$ cat config.mk
export PLATFORM = sky130hd
export DESIGN_NAME = sorted_priority_ready_queue
export DESIGN_NICKNAME = d
export VERILOG_FILES = /design/src/rtl/core/spq_pkg.sv /design/src/rtl/core/spq_cell.sv /design/src/rtl/core/sorted_priority_ready_queue.sv
export SDC_FILE = /design/constraint.sdc
export NUM_CORES = 1
export LEC_CHECK = 0
export BUFFER_PORTS_ARGS = -buffer_cell sky130_fd_sc_hd__buf_2
export CORE_MARGIN = 2
export CORE_UTILIZATION = 35
export CTS_BUF_LIST = sky130_fd_sc_hd__clkbuf_8 sky130_fd_sc_hd__clkbuf_16
export DETAILED_ROUTE_END_ITERATION = 10
export PLACE_DENSITY = 0.62
export SLEW_MARGIN = 20
export SYNTH_ARGS = -nofsm -noshare
export SYNTH_HDL_FRONTEND = slang
export SYNTH_SLANG_ARGS = --single-unit
$ cat constraint.sdc
create_clock -name i_clk -period 6 [get_ports i_clk]
set_clock_uncertainty 0.05 [all_clocks]
set_input_delay 0.9 -clock i_clk [delete_from_list [all_inputs] [get_ports i_clk]]
set_output_delay 0.9 -clock i_clk [all_outputs]
set_load 0.02 [all_outputs]
$ cat src/rtl/core/spq_pkg.sv
// ----------------------------------------------------------------------------
// spq_pkg: shared types and constants of the sorted priority ready queue
// Entry layout, command and status codes, and the per-cell control word.
// ----------------------------------------------------------------------------
`timescale 1ns / 1ps

package spq_pkg;

    localparam int CAPACITY = 16;
    localparam int ID_W     = 8;
    localparam int PRIO_W   = 8;
    localparam int OCC_W    = 5;
    localparam int CNT_W    = $clog2(CAPACITY + 1);

    typedef enum logic [1:0] {
        OP_PUT   = 2'd0,
        OP_POP   = 2'd1,
        OP_EJECT = 2'd2,
        OP_CLEAR = 2'd3
    } t_opcode;

    typedef enum logic [1:0] {
        ST_OK   = 2'd0,
        ST_NONE = 2'd1,
        ST_FULL = 2'd2
    } t_status;

    typedef struct packed {
        logic [ID_W-1:0]   id;
        logic [PRIO_W-1:0] prio;
    } t_entry;

    // broadcast to every cell, update flags already qualified
    typedef struct packed {
        logic   put;
        logic   pop;
        logic   eject;
        t_entry key;
    } t_cell_ctl;

endpackage

$ cat src/rtl/core/spq_cell.sv
// ----------------------------------------------------------------------------
// spq_cell: one slot of the sorted queue
// Holds one entry, compares it with the broadcast key and takes its next
// value from itself, the key, or one of its two neighbors.
// ----------------------------------------------------------------------------
`timescale 1ns / 1ps

module spq_cell (
    input  logic               i_clk,
    input  spq_pkg::t_cell_ctl i_ctl,
    input  logic               i_occ,
    input  spq_pkg::t_entry    i_lower,
    input  logic               i_lower_ge,
    input  spq_pkg::t_entry    i_upper,
    input  logic               i_above_match,
    output spq_pkg::t_entry    o_entry,
    output logic               o_ge,
    output logic               o_match_chain,
    output logic               o_sel
);

    spq_pkg::t_entry r_entry;
    spq_pkg::t_entry n_entry;
    logic            match;

    assign o_entry       = r_entry;
    assign o_ge          = i_occ && (r_entry.prio >= i_ctl.key.prio);
    assign match         = i_occ && (r_entry.id == i_ctl.key.id);
    assign o_match_chain = match || i_above_match;
    assign o_sel         = match && !i_above_match;

    always_comb begin
        n_entry = r_entry;
        priority if (i_ctl.put) begin
            if (o_ge) begin
                n_entry = r_entry;
            end else if (i_lower_ge) begin
                n_entry = i_ctl.key;
            end else begin
                n_entry = i_lower;
            end
        end else if (i_ctl.pop) begin
            n_entry = i_upper;
        end else if (i_ctl.eject) begin
            // cells at or past the ejected one close up the gap
            if (!i_above_match) begin
                n_entry = i_upper;
            end
        end else begin
            // no update this cycle
            n_entry = r_entry;
        end
    end

    always_ff @(posedge i_clk) begin
        r_entry <= n_entry;
    end

endmodule

$ cat src/rtl/core/sorted_priority_ready_queue.sv
// ----------------------------------------------------------------------------
// sorted_priority_ready_queue: bounded ready queue sorted by priority
// Row of compare-and-shift cells holding (thread id, priority) entries.
// ----------------------------------------------------------------------------
// A command is taken on any cycle with start high (busy is always low), one
// command per clock. Its result word appears on the result ports for exactly
// one cycle, marked by o_valid, in the cycle after the command; the receiver
// must take it then. The next command already sees the updated queue, so the
// rate is one command per cycle; each cell of the row compares against the
// broadcast key and loads from itself or a neighbor. Put on a full queue is
// dropped with status full; pop on an empty queue and eject without a match
// return status none with zero data.
// Equal priorities leave in arrival order.
`timescale 1ns / 1ps

module sorted_priority_ready_queue (
    input  logic                        i_clk,
    input  logic                        i_rst_n,
    input  logic                        start,
    output logic                        busy,
    input  logic [1:0]                  i_opcode,
    input  logic [spq_pkg::ID_W-1:0]    i_thread_id,
    input  logic [spq_pkg::PRIO_W-1:0]  i_prio,
    output logic                        o_valid,
    output logic [1:0]                  o_status,
    output logic [spq_pkg::ID_W-1:0]    o_out_thread_id,
    output logic [spq_pkg::PRIO_W-1:0]  o_out_prio,
    output logic [spq_pkg::OCC_W-1:0]   o_occupancy
);

    localparam int N = spq_pkg::CAPACITY;

    // cell 0 holds the highest priority, occupied cells are 0 .. count-1
    logic [spq_pkg::CNT_W-1:0] r_count;
    logic [spq_pkg::CNT_W-1:0] n_count;

    logic                     r_valid;
    spq_pkg::t_status         r_status;
    spq_pkg::t_entry          r_data;
    spq_pkg::t_status         n_status;
    spq_pkg::t_entry          n_data;

    spq_pkg::t_opcode         op;
    spq_pkg::t_cell_ctl       ctl;
    logic                     full;
    logic                     empty;
    logic                     found;
    spq_pkg::t_entry          eject_data;

    logic [N-1:0]             occ;
    logic [N-1:0]             ge;
    logic [N-1:0]             match_chain;
    logic [N-1:0]             sel;
    spq_pkg::t_entry          entry [N];

    assign busy  = 1'b0;  // the queue never stalls a command
    assign op    = spq_pkg::t_opcode'(i_opcode);
    assign full  = (r_count == spq_pkg::CNT_W'(N));
    assign empty = (r_count == '0);
    assign found = match_chain[0];  // some occupied cell matches the id

    always_comb begin
        ctl.key.id   = i_thread_id;
        ctl.key.prio = i_prio;
        ctl.put      = start && (op == spq_pkg::OP_PUT) && !full;
        ctl.pop      = start && (op == spq_pkg::OP_POP) && !empty;
        ctl.eject    = start && (op == spq_pkg::OP_EJECT) && found;
    end

    // occupancy of each cell follows from the count alone
    always_comb begin
        for (int k = 0; k < N; k++) begin
            occ[k] = (r_count > spq_pkg::CNT_W'(k));
        end
    end

    genvar g;
    generate
        for (g = 0; g < N; g++) begin : g_cell
            spq_pkg::t_entry lower;
            spq_pkg::t_entry upper;
            logic            lower_ge;
            logic            above;

            if (g == 0) begin : g_first
                assign lower    = '0;
                assign lower_ge = 1'b1;  // a new entry may always land at the head
            end else begin : g_mid_lo
                assign lower    = entry[g-1];
                assign lower_ge = ge[g-1];
            end

            if (g == N - 1) begin : g_last
                assign upper = '0;
                assign above = 1'b0;
            end else begin : g_mid_hi
                assign upper = entry[g+1];
                assign above = match_chain[g+1];
            end

            spq_cell u_cell (
                .i_clk         (i_clk),
                .i_ctl         (ctl),
                .i_occ         (occ[g]),
                .i_lower       (lower),
                .i_lower_ge    (lower_ge),
                .i_upper       (upper),
                .i_above_match (above),
                .o_entry       (entry[g]),
                .o_ge          (ge[g]),
                .o_match_chain (match_chain[g]),
                .o_sel         (sel[g])
            );
        end
    endgenerate

    // sel is one-hot: the highest-index match, i.e. the lowest priority one
    always_comb begin
        eject_data = '0;
        for (int k = 0; k < N; k++) begin
            eject_data = eject_data | (sel[k] ? entry[k] : '0);
        end
    end

    // result word and next count
    always_comb begin
        n_count  = r_count;
        n_status = spq_pkg::ST_OK;
        n_data   = '0;
        unique case (op)
            spq_pkg::OP_PUT: begin
                if (full) begin
                    n_status = spq_pkg::ST_FULL;
                end else begin
                    n_count = r_count + 1'b1;
                end
            end
            spq_pkg::OP_POP: begin
                if (empty) begin
                    n_status = spq_pkg::ST_NONE;
                end else begin
                    n_count = r_count - 1'b1;
                    n_data  = entry[0];
                end
            end
            spq_pkg::OP_EJECT: begin
                if (!found) begin
                    n_status = spq_pkg::ST_NONE;
                end else begin
                    n_count = r_count - 1'b1;
                    n_data  = eject_data;
                end
            end
            spq_pkg::OP_CLEAR: begin
                n_count = '0;
            end
            default: begin
                n_count = r_count;
            end
        endcase
    end

    always_ff @(posedge i_clk) begin
        if (!i_rst_n) begin
            r_count <= '0;
            r_valid <= 1'b0;
        end else begin
            r_valid <= start;
            if (start) begin
                r_count <= n_count;
            end
        end
    end

    // result payload, qualified by r_valid
    always_ff @(posedge i_clk) begin
        if (start) begin
            r_status <= n_status;
            r_data   <= n_data;
        end
    end

    assign o_valid         = r_valid;
    assign o_status        = r_status;
    assign o_out_thread_id = r_data.id;
    assign o_out_prio      = r_data.prio;
    assign o_occupancy     = spq_pkg::OCC_W'(r_count);

    // count stays within the row
    a_count_bound: assert property (@(posedge i_clk) disable iff (!i_rst_n)
        r_count <= spq_pkg::CNT_W'(N))
        else $error("queue count beyond capacity");

    // one result word per command, in the next cycle
    a_one_result: assert property (@(posedge i_clk) disable iff (!i_rst_n)
        start |=> o_valid)
        else $error("missing result strobe");

    a_no_spurious: assert property (@(posedge i_clk) disable iff (!i_rst_n)
        !start |=> !o_valid)
        else $error("result strobe without command");

    // accepted put grows the queue by one
    a_put_grows: assert property (@(posedge i_clk) disable iff (!i_rst_n)
        (start && (op == spq_pkg::OP_PUT) && !full)
        |=> (r_count == $past(r_count) + 1'b1))
        else $error("put did not add an entry");

    // pop on an empty queue reports none with a zero thread id
    a_empty_pop: assert property (@(posedge i_clk) disable iff (!i_rst_n)
        (start && (op == spq_pkg::OP_POP) && empty)
        |=> (o_status == spq_pkg::ST_NONE) && (o_out_thread_id == '0))
        else $error("empty pop returned data");

endmodule

# Yosys cells after proc, flatten, opt, wreduce, memory -nomap -nowiden
# Index checks and enable logic that the tools add are counted.
# op_classes
add_sub_neg,2
magnitude_cmp,32
n_eq_ne,54
muxes,121
bitwise,15
reduce_logical,105
# op_table
op,count
$mux 16,112
$or 16x16->16,15
$eq 8x8->1,16
$ge 8x8->1,16
$logic_and 1x1->1,53
$ne 3x3->1 const B,15
$reduce_and 3->1,15
$gt 5x4->1 const B,8
$ne 2x2->1 const B,19
$pmux 16 s2,1
$gt 5x3->1 const B,4
$pmux 5 s4,1
$logic_not 1->1,17
$logic_or 1x1->1,15
$mux 5,3
$gt 5x1->1 const B,2
$gt 5x2->1 const B,2
$pmux 2 s3,1
$add 5x1->5 const B,1
$eq 5x5->1 const B,1
$logic_not 5->1,1
$sub 5x1->5 const B,1
$eq 2x2->1 const B,2
$reduce_and 4->1,1
6 further kinds,7
# totals
register_bits,280
in_bits,21
output_inout_bits,25

# Logic depth before layout (Yosys ltp)
# Gate-level depths: netlist of run 1.
# depth
word_depth,36
mapped_depth,14
mapped_depth_nobuf,10

# Modules after synthesis
# From an unflattened synthesis of run 1, not the netlist that was laid out.
# unflattened
hier_cells,2129
hier_area_um2,20833.7
# by_module_without_submodules
module,instances,cells_each,area_per_inst_um2,seq_area_each_um2
spq_cell,16,112,1123.6,480.5
sorted_priority_ready_queue,1,337,2856.5,660.6

# Worst setup path before layout of run 1
# Ideal clock, no wire load.
# synth_path
path_type,in2reg
startpoint,input i_prio[1] in the netlist's numbering
endpoint,"register g_cell[2].u_cell.r_entry, in the netlist g_cell[2].u_cell.o_entry[0], enable pin"
setup_ns,0.417
t_arrival_ns,4.390
path_slack_ns,1.143
cell_stages,12
path_cell_list,clkbuf_1 -> inv_1 -> ha_1 -> a21o_1 -> a21o_1 -> a21oi_1 -> o21ai_0 -> a21o_1 -> and2_1 -> buf_1 -> clkbuf_1 -> a221oi_1
# synth_via
elab_chain_cells,4
# synth_rtl
element,line,rtl
"start, declared",sorted_priority_ready_queue.sv:23,"input logic [spq_pkg::PRIO_W-1:0] i_prio,"
$ge 8x8->1,spq_cell.sv:27,assign o_ge = i_occ && (r_entry.prio >= i_ctl.key.prio);
$logic_and 1x1->1,spq_cell.sv:27,
$ne 2x2->1 (no source line),-,
$reduce_and 3->1 (no source line),-,
"end signal, assigned",spq_cell.sv:56,r_entry <= n_entry;
"end, declared",spq_cell.sv:22,spq_pkg::t_entry r_entry;
# Every way passes these cells.
# A chain may end at the register's enable or synchronous reset.

==> impl_metrics.json, run 1 <==
{
  "yosysTopAreaCellShare_pct": 39.1,
  "drt_iter0_drc": 2835,
  "timing.final.crit_share_pct": 81.0,
  "cpPeakStageDelay_ns": 0.97,
  "die_x_um": 249,
  "arrival_ns": 5.27,
  "status": "finished clean",
  "hold_class": "flop to flop",
  "slew_violations": 0,
  "initial_core_util_pct": 35.5,
  "rsz0062_at_grt": "false",
  "gp_congestion": 1.08,
  "port_buffers": 44,
  "postRouteWirelength_mm": 89.3,
  "cellPowerDensity_nw_per_um2": 244,
  "coreArea_um2": 59200,
  "synth-seq-area-share_pct": 39.7,
  "synth_area_leaders": "edfxtp_1 (39%), ha_1 (8.2%), nand2_1 (5.6%), mux2i_1 (5.5%), a221o_1 (4.7%)",
  "synth_area_um2": 21000,
  "p_leak_nw": 9.31,
  "cp-end-kind": "flop",
  "critical_path_class": "flop to flop",
  "cts_buffers": 31,
  "cpMaxStageDelayCell": "nor4b_4",
  "cts.sinks": 280,
  "h-tree-depth": 1,
  "dpl-instance-area_um2": 22000,
  "drtAntennaViolNets": 0,
  "synth_edf_count": 274,
  "clk_pin_slew_ns": 0.07,
  "synth_ff_type": "edfxtp_1",
  "num_vias": 19400,
  "first_global_vias": 18100,
  "final_common_cell": "nand2_1",
  "wire_per_inst_um": 29.9,
  "finalSetupTns_ns": 0,
  "area_growth_syn_to_layout_pct": 9.63,
  "cts_tree": "yes",
  "cp.required_ns": 6.41,
  "cp-start-kind": "flop",
  "layout_min_cycle_time_ns": 4.86,
  "dieHeight_um": 249,
  "syn_inst": 2231,
  "dieArea_um2": 62100,
  "cts-resized-gates": 0,
  "cts_buffer_depth": 3,
  "synth_seq_cells": 280,
  "slew_headroom_pct": 26.5,
  "yosysWarnings": 0,
  "drv_cap": 0,
  "max_freq_ghz": 0.206,
  "final_area_um2": 23100,
  "drive_above_1_share_pct": 9.52,
  "hold_viol_final": 0,
  "post-route-drc-count": 0,
  "vdd_ir_drop_max_v": 0.000219,
  "clock_latency_ns": 0.61,
  "cts_hold_buf": 0,
  "firstDrtPassIters": 6,
  "worstMarginPinSlew_ns": 1.10,
  "synth_cell_types": 77,
  "cts_setup_buffers": 0,
  "grt_max_degree": 142,
  "dp_hpwl_mm": 64.2,
  "grt_use_total_pct": 27.8,
  "syn_avg_cell_area_um2": 9.43,
  "cp_cell_sequence": "a41oi_1 > nor3_2 > nand3_2 > nand4_1 > buf_4 > or4_4 > nor4b_4 > a222oi_1 > o21ai_1",
  "row_count": 89,
  "async_flop_share_pct": 0,
  "grt_first_pass_wirelength_mm": 129,
  "syn_nets": 2390,
  "synth_top_cell_by_area": "edfxtp_1",
  "grt_remaining_overflow": 0,
  "cp_max_fo": 18,
  "root_buffer": "clkbuf_16",
  "setup_viol_count_final": 0,
  "via_per_inst": 6.50,
  "final_cell_mix": "nand2_1 (312), edfxtp_1 (274), a21oi_1 (174)",
  "nets": 2350,
  "ios": 46,
  "grt_antenna_before_repair": 1
}
[final timing paths]
kind / startpoint / cells after the start / end / slack, ns
max: o_occupancy[2] / 9 / o_out_thread_id[6] / 1.14
min reg2reg: g_cell[15].u_cell.o_entry[0] / 2 / g_cell[14].u_cell.o_entry[0] / 0.57
min: g_cell[15].u_cell.o_entry[0] / 2 / g_cell[14].u_cell.o_entry[0] / 0.57
max reg2reg: o_occupancy[2] / 9 / o_out_thread_id[6] / 1.14
[worst max-delay path, delay by kind of cell, from the launching register on]
family	cells	cell delay [ns]
AND/OR/NAND/NOR	5	2.56
buffers and inverters	1	0.35
flip-flops	1	0.52
AO/OA/AOI/OAI	3	1.22
[final cells by class]
type | count | area, µm²
well taps | 773 | 967
fillers | 5929 | 36200
diodes | 1 | 2.50
repair buffers | 122 | 831
inverters | 42 | 158
multi-input cells | 1714 | 11700
flip-flops and latches | 280 | 8350
clock buffers | 31 | 776
clock inverters | 27 | 243
[cell families (layout without fill, tap and decap cells)]
group                      after synthesis  in the layout  synth area share (%)
AOI/OAI and AO/OA                      679            679                  21.6
xor gates and xnor gates               128            128                  5.33
adders and majority gates              138            138                  8.21
buffers and inverters                  237            222                  4.83
DFF                                    280            280                  39.7
muxes                                  116            116                  5.52
other                                    1              2                0.0178
and+or+nand+nor                        652            652                  14.8
[per-stage QoR]
stage	setup slack (ns)	total power [mW]	std cells	hold WS [ns]	utilization [%]
after floorplan	1.14	3.19	2231	0.492	-
after global placement	1.03	3.60	2930	0.532	37.2
after detailed placement	0.972	3.63	2931	0.548	37.2
after CTS	1.35	5.59	2989	0.552	38.9
after global routing	0.980	5.79	2989	0.568	38.9
final	1.14	5.62	2990	0.567	38.9
[flip-flops by register name, indices dropped and copies added, names as in the netlist]
register	cells
o_status	2
o_out_thread_id	8
o_valid	1
o_out_prio	8
g_cell.u_cell.o_entry	256
o_occupancy	5
[report_power, final]
group	total, mW	leakage, nW	internal (mW)	switching (mW)
Combinational	1.07	6.19	0.374	0.700
Sequential	2.56	2.61	2.33	0.229
Clock	1.99	0.509	1.11	0.881
Total	5.62	9.31	3.81	1.81
[per-layer routing]
layer | part of all wire (%) | routed length [µm] | track usage [%] | up-vias
li1 | - | - | - | 8368
met1 | 40 | 36100 | 38.2 | 9545
met2 | 43 | 38500 | 41.8 | 1284
met3 | 11 | 9710 | 5.74 | 237
met4 | 5.5 | 4930 | 13.2 | 0
met5 | 0 | 0 | 0 | -
[synthesized netlist by cell type (10+ instances only)]
cell      count
edfxtp_1    274
nand3_1      95
xnor2_1      26
nor4_1       32
buf_4        17
a21oi_1     174
xor2_1      102
ha_1        138
buf_1        35
mux2i_1     116
and2_1       21
nand2_1     312
and3_1       20
a21o_1       63
a32o_1       10
a221o_1      99
nand2b_1     24
a222oi_1     15
o21ai_0     173
a211oi_1     21
a31oi_1      36
o21ai_1      10
buf_2        14
nor2_1       78
inv_1        42
clkbuf_1    123
nand4_1      20
No activity file was read; power rests on OpenSTA's default activity.
==> run 2, diff against run 1 <==
==> constraint.sdc (replaced) <==
create_clock -name i_clk -period 4.59 [get_ports i_clk]
set_clock_uncertainty 0.05 [all_clocks]
set_input_delay 0.6885 -clock i_clk [delete_from_list [all_inputs] [get_ports i_clk]]
set_output_delay 0.6885 -clock i_clk [all_outputs]
set_load 0.02 [all_outputs]
==> impl_metrics.json, run 2 (synthesis results as in run 1) <==
{
  "wire_per_inst_um": 30.3,
  "postRouteWirelength_mm": 93.2,
  "cts.sinks": 280,
  "p_seq_share_pct": 43.0,
  "port_buffers": 44,
  "setup_viol_count_final": 0,
  "grt_max_degree": 154,
  "timing.final.crit_share_pct": 96.2,
  "grt_first_pass_wirelength_mm": 134,
  "rsz0062_at_grt": "false",
  "arrival_ns": 4.69,
  "final_cell_mix": "nand2_1 (312), edfxtp_1 (274), a21oi_1 (174)",
  "power_frac_comb_pct": 19.5,
  "clkPwrFrac_pct": 37.5,
  "grt_antenna_before_repair": 6,
  "r2r_cells": 11,
  "cp_max_fo": 35,
  "drive_above_1_share_pct": 12.4,
  "p_sw_mw": 2.51,
  "worst_slack_ns": 0.173,
  "finalSetupTns_ns": 0,
  "top_layer_used": "met5",
  "cts_tree": "yes",
  "totalPowerFinal_mw": 7.74,
  "grt_remaining_overflow": 0,
  "final_common_cell": "nand2_1",
  "p_sw_share_pct": 32.4,
  "slew_violations": 0,
  "dieArea_um2": 62100,
  "drtAntennaViolNets": 0,
  "cts-resized-gates": 0,
  "cpPeakStageDelay_ns": 1.05,
  "first_global_vias": 18600,
  "firstDrtPassIters": 6,
  "wl_met3_mm": 10.9,
  "cpMaxStageDelayCell": "a2111oi_0",
  "slew_headroom_pct": 16.8,
  "grt_use_total_pct": 29.1,
  "clock_latency_ns": 0.58,
  "root_buffer": "clkbuf_16",
  "dr_wl_met2_mm": 40.0,
  "hold_viol_final": 0,
  "dp_hpwl_mm": 68.2,
  "cts_buffers": 35,
  "p_leak_nw": 9.79,
  "cts_hold_buf": 0,
  "drt_iter0_drc": 2903,
  "drv_cap": 0,
  "via_per_inst": 6.40,
  "cp-start-kind": "flop",
  "row_count": 89,
  "internal_power_mw": 5.23,
  "cts_buffer_depth": 3,
  "area_growth_syn_to_layout_pct": 13.6,
  "die_x_um": 249,
  "pre_cts_ws_ns": 0.132,
  "hold_class": "input pin to flop",
  "vdd_ir_drop_max_v": 0.000203,
  "gp_congestion": 1.02,
  "cp_cell_sequence": "ha_1 > and3_1 > ha_1 > nor2_1 > nand3_1 > buf_4 > and4b_1 > o2bb2ai_1 > a2111oi_0 > and3_1 > o21ai_1",
  "cp-end-kind": "flop",
  "num_vias": 19700,
  "dieHeight_um": 249,
  "cp.required_ns": 4.86,
  "status": "finished clean",
  "largest_register_ffs": 256,
  "cellPowerDensity_nw_per_um2": 324,
  "ios": 46,
  "wl_met1_mm": 36.2,
  "initial_core_util_pct": 35.5,
  "max_freq_ghz": 0.226,
  "critical_path_class": "flop to flop",
  "cts_setup_buffers": 0,
  "h-tree-depth": 2,
  "hold_depth": 2,
  "worstMarginPinSlew_ns": 1.22,
  "nets": 2433,
  "clk_pin_slew_ns": 0.06,
  "coreArea_um2": 59200,
  "layout_min_cycle_time_ns": 4.42,
  "post-route-drc-count": 0
}
run 2: cell count changes in the layout (fill, tap and decap cells not counted), sizes merged:
cell	before	now
diode	1	4
inv	44	50
clkinvlp	2	4
clkinv	19	13
clkbuf	31	35
buf	122	201
run 2: layout make-up:
cell class                 instances  area [µm²]
antenna                            4        10.0
clock buffer                      35         876
clock inverter                    29         280
fill                            5883       35300
inverter                          42         158
multi-input combinational       1714       11700
sequential                       280        8350
tap                              773         967
timing repair buffer             201        1540
run 2: through the flow:
| step | hold slack (ns) | area (µm²) | utilization, % | cells |
|---|---|---|---|---|
| 2_1_floorplan | 0.492 | 21100 | - | 2231 |
| 3_5_place_dp | 0.566 | 22700 | 38.4 | 3010 |
| 6_report | 0.394 | 23900 | 40.4 | 3078 |
| 4_1_cts | 0.374 | 23900 | 40.3 | 3074 |
| 5_1_grt | 0.405 | 23900 | 40.3 | 3074 |
| 3_3_place_gp | 0.559 | 22700 | 38.4 | 3010 |
run 2: worst paths after layout:
| kind | startpoint | end | slack [ns] |
|---|---|---|---|
| min | i_rst_n | o_occupancy[2] | 0.39 |
| min reg2reg | g_cell[15].u_cell.o_entry[2] | g_cell[14].u_cell.o_entry[2] | 0.59 |
| max | o_occupancy[1] | o_out_prio[1] | 0.17 |
| max reg2reg | o_occupancy[1] | o_out_prio[1] | 0.17 |
run 2: routing by layer:
metal	up-vias	global-route usage [%]
met2	1332	43.4
met5	-	0
met4	6	17.1
li1	8543	-
met1	9568	37.7
met3	261	8.10
run 2: critical path, delay by kind of cell, from the launching register on:
family / cells / cell delay, ns
AOI/OAI and AO/OA: 3 / 1.37
adders and majority gates: 2 / 0.49
buffers and inverters: 1 / 0.28
DFF: 1 / 0.38
and+or+nand+nor: 5 / 1.59
run 2: power by group through the flow:
| stage | Sequential [mW] | Combinational [mW] | Clock [mW] |
|---|---|---|---|
| detailed placement | 3.36 | 1.47 | 0 |
| floorplan | 3.23 | 0.944 | 0 |
| global route | 3.33 | 1.62 | 3.01 |
| CTS | 3.31 | 1.47 | 2.93 |
| global placement | 3.37 | 1.44 | 0 |
| finish | 3.33 | 1.51 | 2.90 |
